$ cat config.mk
export PLATFORM = sky130hd
export DESIGN_NAME = dsbs_ctrl
export DESIGN_NICKNAME = d
export VERILOG_FILES = /design/src/design/dsbs_pkg.sv /design/src/design/dsbs_ctrl.sv
export SDC_FILE = /design/constraint.sdc
export NUM_CORES = 1
export LEC_CHECK = 0
export ABC_AREA = 0
export ABC_CLOCK_PERIOD_IN_PS = 1120
export BUFFER_PORTS_ARGS = -buffer_cell sky130_fd_sc_hd__buf_2
export CORE_AREA = 2 2 39 41
export CTS_CLUSTER_SIZE = 30
export DETAILED_ROUTE_END_ITERATION = 12
export DIE_AREA = 0 0 41 43
export GPL_ROUTABILITY_DRIVEN = 1
export SYNTH_ARGS = -nofsm -noshare
export SYNTH_HDL_FRONTEND = slang
export SYNTH_SLANG_ARGS = --single-unit
$ cat constraint.sdc
create_clock -name clk_i -period 1.12 [get_ports clk_i]
set_clock_uncertainty 0.15 [all_clocks]
set_input_delay 0.168 -clock clk_i [delete_from_list [all_inputs] [get_ports clk_i]]
set_output_delay 0.168 -clock clk_i [all_outputs]
set_load 0.005 [all_outputs]
$ cat src/design/dsbs_pkg.sv
// ----------------------------------------------------------------------------
// dsbs_pkg
// Shared types and codes for the sorted table with binary search.
// ----------------------------------------------------------------------------
package dsbs_pkg;

  localparam int unsigned KIND_W   = 2;
  localparam int unsigned VALUE_W  = 32;
  localparam int unsigned POS_W    = 10;
  localparam int unsigned COUNT_W  = 11;
  localparam int unsigned STATUS_W = 2;

  // item kinds
  localparam logic [KIND_W-1:0] KIND_CLEAR  = 2'd0;
  localparam logic [KIND_W-1:0] KIND_LOAD   = 2'd1;
  localparam logic [KIND_W-1:0] KIND_SEARCH = 2'd2;

  // result status codes
  localparam logic [STATUS_W-1:0] STATUS_OK    = 2'd0;
  localparam logic [STATUS_W-1:0] STATUS_DUP   = 2'd1;
  localparam logic [STATUS_W-1:0] STATUS_FULL  = 2'd2;
  localparam logic [STATUS_W-1:0] STATUS_ORDER = 2'd3;

  typedef enum logic [1:0] {
    S_IDLE,
    S_CHECK,
    S_EMIT
  } state_e;

  // controller to datapath
  typedef struct packed {
    logic in_ready;
    logic take;
    logic probe;
    logic emit;
  } ctrl_cmd_t;

  // datapath to controller
  typedef struct packed {
    logic search_go;
    logic probe_done;
    logic out_free;
    logic tbl_empty;
  } dp_sts_t;

endpackage

$ cat src/design/dsbs_ctrl.sv
// ----------------------------------------------------------------------------
// dsbs_ctrl
// Sequencer: take an item, step the search one probe per cycle, hand off result.
// ----------------------------------------------------------------------------
module dsbs_ctrl (
  input  logic                  clk_i,
  input  logic                  rst_ni,
  input  logic                  in_valid_i,
  input  dsbs_pkg::dp_sts_t     sts_i,
  output dsbs_pkg::ctrl_cmd_t   cmd_o
);
  import dsbs_pkg::*;

  state_e state_q, state_d;

  always_comb begin
    state_d = state_q;
    case (state_q)
      S_IDLE: begin
        if (in_valid_i) begin
          state_d = sts_i.search_go ? S_CHECK : S_EMIT;
        end
      end
      S_CHECK: begin
        if (sts_i.probe_done) begin
          state_d = S_EMIT;
        end
      end
      S_EMIT: begin
        if (sts_i.out_free) begin
          state_d = S_IDLE;
        end
      end
      default: state_d = S_IDLE;
    endcase
  end

  always_comb begin
    cmd_o = '0;
    case (state_q)
      S_IDLE: begin
        cmd_o.in_ready = 1'b1;
        cmd_o.take     = in_valid_i;
      end
      S_CHECK: begin
        cmd_o.probe = 1'b1;
      end
      S_EMIT: begin
        cmd_o.emit = sts_i.out_free;
      end
      default: cmd_o = '0;
    endcase
  end

  always_ff @(posedge clk_i or negedge rst_ni) begin
    if (!rst_ni) begin
      state_q <= S_IDLE;
    end else begin
      state_q <= state_d;
    end
  end

endmodule

== Yosys cells after proc, flatten, opt, wreduce, memory -nomap -nowiden ==
Index checks and enable logic that the tools add are counted.

* Register bits after elaboration: 2
* Latch bits: 0
* Memory bits (writable): 0
* ROM bits: 0
* Input bits: 7
* Output and inout bits: 4
* Logic and storage cells: 16
* Memories: 0

* Add/sub/neg operators: 0
* $mul: 0
* Div/mod/pow operators: 0
* Magnitude comparators: 0
* Equality and inequality tests: 5
* Shifts and indexed selects: 0
* Muxes and demuxes: 8
* Bitwise logic cells: 0
* Reductions and logical operators: 2

{| class="wikitable"
|+ Operators by type and width
! kind !! number
|-
| $mux W2 || 5
|-
| $ne A2 B2 Y1 const B || 3
|-
| $pmux W2 S3 || 1
|-
| $reduce_and A3 Y1 || 1
|-
| $eq A2 B1 Y1 const B || 1
|-
| $eq A2 B2 Y1 const B || 1
|-
| $logic_not A2 Y1 || 1
|-
| $mux W1 || 2
|}

== Logic depth before layout (Yosys ltp) ==
* Word-level depth: 3
* Mapped depth: 2
* Depth with buffers taken out: 2

== Worst setup path before layout ==
Ideal clock, no wire load.

* Path kind: flip-flop to flip-flop
* Start: register state_q[0]
* End: register state_q[1]
* Library setup time: 0.073 ns
* Arrival time: 0.894 ns
* Data required time: 0.897 ns
* Path slack: 0.003 ns
* Cell stages (with the launch flop): 3
* Path buffers: 0
* Period minus slack after synthesis: 1.117 ns
* Cells stage by stage: dfrtp_1 > or3b_1 > a21oi_2

* Longest elaborated chain between the ends: 3
* Elaborated cells between the ends (all ways): 8
* Those cells by class: eq/ne (5); mux (1); reduce/logical (2)

{| class="wikitable"
|+ RTL lines
! element !! RTL line !! text
|-
| from (decl) || dsbs_ctrl.sv:14 || <nowiki>state_e state_q, state_d;</nowiki>
|-
| from (signal assigned) || dsbs_ctrl.sv:59 || <nowiki>state_q <= state_d;</nowiki>
|-
| $eq A2 B1 Y1 (tied with other cells) || dsbs_ctrl.sv:18 || <nowiki>case (state_q)</nowiki>
|-
| $ne A2 B2 Y1 (no line) || n/a ||
|-
| $reduce_and A3 Y1 (no line) || n/a ||
|}

Parallel ways exist; a longest one is shown, timed or not.
A chain may end at the register's enable or synchronous reset.

==> results.md <==
Final layout:
- The sequential cells in the finished layout cover a total of ~50 um^2.
- The footprint of the multi-input gates is between 80 and 90 um^2.
- The number of inserted diodes is 0.
- The register with the most flip-flops in the layout has 2 of them.
- The count of filler cells inserted in the layout is ~160.
- The register bank with the most flops is state_q.
- For this run, the number of standard cells in the final layout without fillers is 45.
- The fraction of final layout cells sized beyond drive strength 1 is 0.655.
- From synthesis to final layout, the design area changed by 100%.
- In the final layout, the registers with the most flip-flops are state_q (2).
- The net count of the finished layout is 38.

Critical path:
- The signal on the critical path passes through nor2_2, and2_1, buf_2.
- Among all stages on the critical path, the largest delay is contributed by dfrtp_1.
- The count of cells along the worst register-to-register path is 3.
- Along the worst path, the maximum fanout reaches 4.
- The nature of the critical path endpoint is a primary output.
- The worst register-to-register path ends at state_q[1].
- STA classifies the critical path startpoint as a flip-flop.
- The buffering stage count on the worst path with inverters included is 1.
- The longest individual stage delay on the worst path is about 400 ps.
- The cell family contributing the most delay on the critical path is flip-flops.
- For flop-to-flop paths, the worst setup slack is -140 ps.
- The critical path is of the reg -> out type.
- STA puts the critical path data required time at 800 ps.
- At the worst endpoint, the arrival time is 970 ps.
- The source of the worst register-to-register timing path is state_q[0].

Pwr:
- The power per standard cell area is roughly 2200 nW/um^2.
- The overall power of the completed layout is approximately 0.00054 W.
- Summed over all cells, the static leakage comes to 0.125 nW.
- VDD sags by at most around 650 uV.

Detailed routing:
- Dividing the detail-routed via count by the number of cells gives 3.56.
- The post-detailed-routing wire length is between 300 and 400 um.
- Summing over every cut layer, the via total after detailed routing is 160.
- Once detail routing completed, the nets flagged for antenna violations numbered 0.
- The DRC marker count from the first detailed-route iteration is 1.
- The number of iterations in the first detailed-routing pass is 2.
- The post-detailed-route wirelength per cell is ~9 um.
- The remaining design rule violation count is 0.

Clocking:
- The maximum level of the CTS H-tree is 1.
- The clock transition at the registers of the reported paths is ~30 ps.
- The number of clock buffers added by TritonCTS is 3.
- The TritonCTS clock tree is built.
- In this run the clock root is driven by a clkbuf_4.
- The worst-case clock buffer depth is 2.
- At the later pin of the worst-skew pair, clock insertion delay measures roughly 230 ps.
- The clock drives 2 sinks.

Global route:
- The most utilized layer in the global route result is met4.
- The global route total overflow is 0.
- For met3 alone, demand over resource in global routing was 0.0314.
- Entering global routing, the biggest net connects 5 pins.
- The number of antenna violations at the first check in global routing is 0.
- The global router's overall resource usage is 0.0673.
- In the global route stage, met1 resource usage came out at 0.0645.
- The first global-routing pass estimated about 580 um of wire.
- The met2 demand-to-capacity share in global routing is 0.0531.
- The number of global-route vias before repair is 148.

Timing:
- The sum of negative setup slack is -720 ps.
- The number of max-slew violations in the final report was 0.
- Setup repair after global routing could not meet its margin everywhere.
- At the pin with the least slew margin, the transition time is 159 ps.
- Hold timing on the final database bottoms out at a slack of roughly 64 ps.
- Based on the critical path, the design can be clocked at up to a little under 0.8 GHz.
- The final setup violation count is 6.
- Subtracting the final worst setup slack from the clock period gives roughly 1300 ps.
- The ratio of final minimum period to clock period is 1.15.
- Measured against its own limit, the worst slew margin works out to 0.894.
- The total count of hold-check failures in the final report came to 0.
- The final worst-path setup slack is -170 ps.

Hold path:
- Along the worst hold path, the cell count comes to 3.
- The path class of the tightest hold or removal check is in -> reg.
- In this run the most critical hold path is launched from sts_i[2].
- The path with the worst hold slack has its endpoint at state_q[0].

Placed design:
- The number of placed cells counting well taps is 39.
- During placement, the flow inserted port buffers numbering 9.
- At the end of routability-driven placement, the weighted congestion stood at about 0.64.

Floorplan:
- The number of top-level pins is 11.
- The die is roughly 43 um tall.
- The die covers 1760 um^2.
- The initial core utilization is 0.0913.
- The area of the core region is ~1400 um^2.
- The width of the die is slightly above 40 um.
- The number of cell rows is 14.

Synth:
- The top flip-flop cell by instance count after synthesis is dfrtp_1.
- The post-synthesis instance total is 13.
- Counting instances in the post-synthesis netlist gives the leading cell types as a21oi_1, dfrtp_1.
- The summed instance area of the synthesized netlist is 126 um^2.
- The share of synthesized area occupied by flip-flops and latches is 0.396.
- In this run the mean area of a mapped cell was 9.72 um^2.
- Yosys mapped the design onto 11 distinct sky130hd cell types.
- After synthesis the netlist holds a flip-flop and latch count of 2.
- The number of enable-type register cells in the synthesized netlist is 0.
- The biggest area consumer among synthesized cells is dfrtp_1.
- The share of flip-flops with an asynchronous set or reset is 1.00.
- The area fraction of the dominant cell type after synthesis is 0.396.
- The count of warnings emitted by yosys is 0.
- By area the synthesized netlist is led by dfrtp_1, a21oi_1, and3b_2, a21oi_2, or3b_1.
- Counting every net in the synthesized netlist gives 20.

Flow run:
- Max-cap violations in this run came to 0.

Outcome:
- The flow ran to the end, but the final reports show violations.
- The checks that failed: negative setup slack.
-- layout by cell type (no fill, tap or decap) --
cell type      n
nor2b_1        1
and3b_2        1
dfrtp_1        2
buf_4          3
or3b_1         1
o21a_1         1
a21oi_2        2
nand3b_1       1
dlygate4sd3_1  1
clkbuf_4       3
buf_2          9
a21oi_1        1
and2_1         1
nor2_2         1
or2b_1         1
-- through the flow --
stage / instance area (um^2) / worst slack, ps / util
final: 253 / -170 / 0.183
after global routing: 253 / -235 / 0.183
after CTS: 246 / -188 / 0.178
after detailed placement: 199 / -59.6 / 0.144
after global placement: 199 / -36.0 / 0.144
after floorplan: 126 / 3.17 / -
-- area by class of cell --
cell class / instances / share of cell area
clock buffer: 3 / 0.0891
tap: 16 / 0.0792
timing repair buffer: 13 / 0.307
sequential: 2 / 0.198
multi-input combinational: 11 / 0.327
-- worst max path at each step --
stage	start	end	slack (ps)	cells past startpoint
after floorplan	state_q[0]	state_q[1]	3	2
after global placement	state_q[0]	state_q[1]	-40	2
after detailed placement	state_q[0]	state_q[1]	-60	2
after CTS	state_q[0]	cmd_o[2]	-190	3
after global routing	state_q[0]	cmd_o[2]	-240	3
final	state_q[0]	cmd_o[2]	-170	3
-- logic make-up (layout without fill, tap and decap cells) --
logic type	count (synthesis)	after routing	share of synthesized area
DFF	2	2	0.396
and+or+nand+nor	7	7	0.396
buffers and inverters	0	16	0
AOI/OAI and AO/OA	4	4	0.208
-- where the power goes --
part	switching [W]	total (W)	internal, W
sequential	0.0000334	0.000134	0.000100
combinational	0.0000972	0.000244	0.000147
clock	0.0000480	0.000167	0.000119
total	0.000179	0.000545	0.000366
-- what timing repair did --
action / 4_1_cts / 5_1_grt
setup endpoints to repair: 5 / 6
pin swaps: 5 / 1
hold endpoints to repair: 2 / 0
buffers inserted: 2 / 0
hold buffers: 1 / 0
gates resized for setup: 0 / 2
-- metal layers --
layer  part of all wire  up-vias
met2               0.40       11
li1                   -       79
met1               0.45       68
met4              0.038        0
met3               0.10        2
met5                  0        -
-- worst register-to-register path, delay by kind of cell, from the launching register on --
family	cells	cell delay (ps)
DFF	1	400
buffers and inverters	1	150
AOI/OAI and AO/OA	1	130
and+or+nand+nor	1	360
Power figures use the tool's default switching activity.
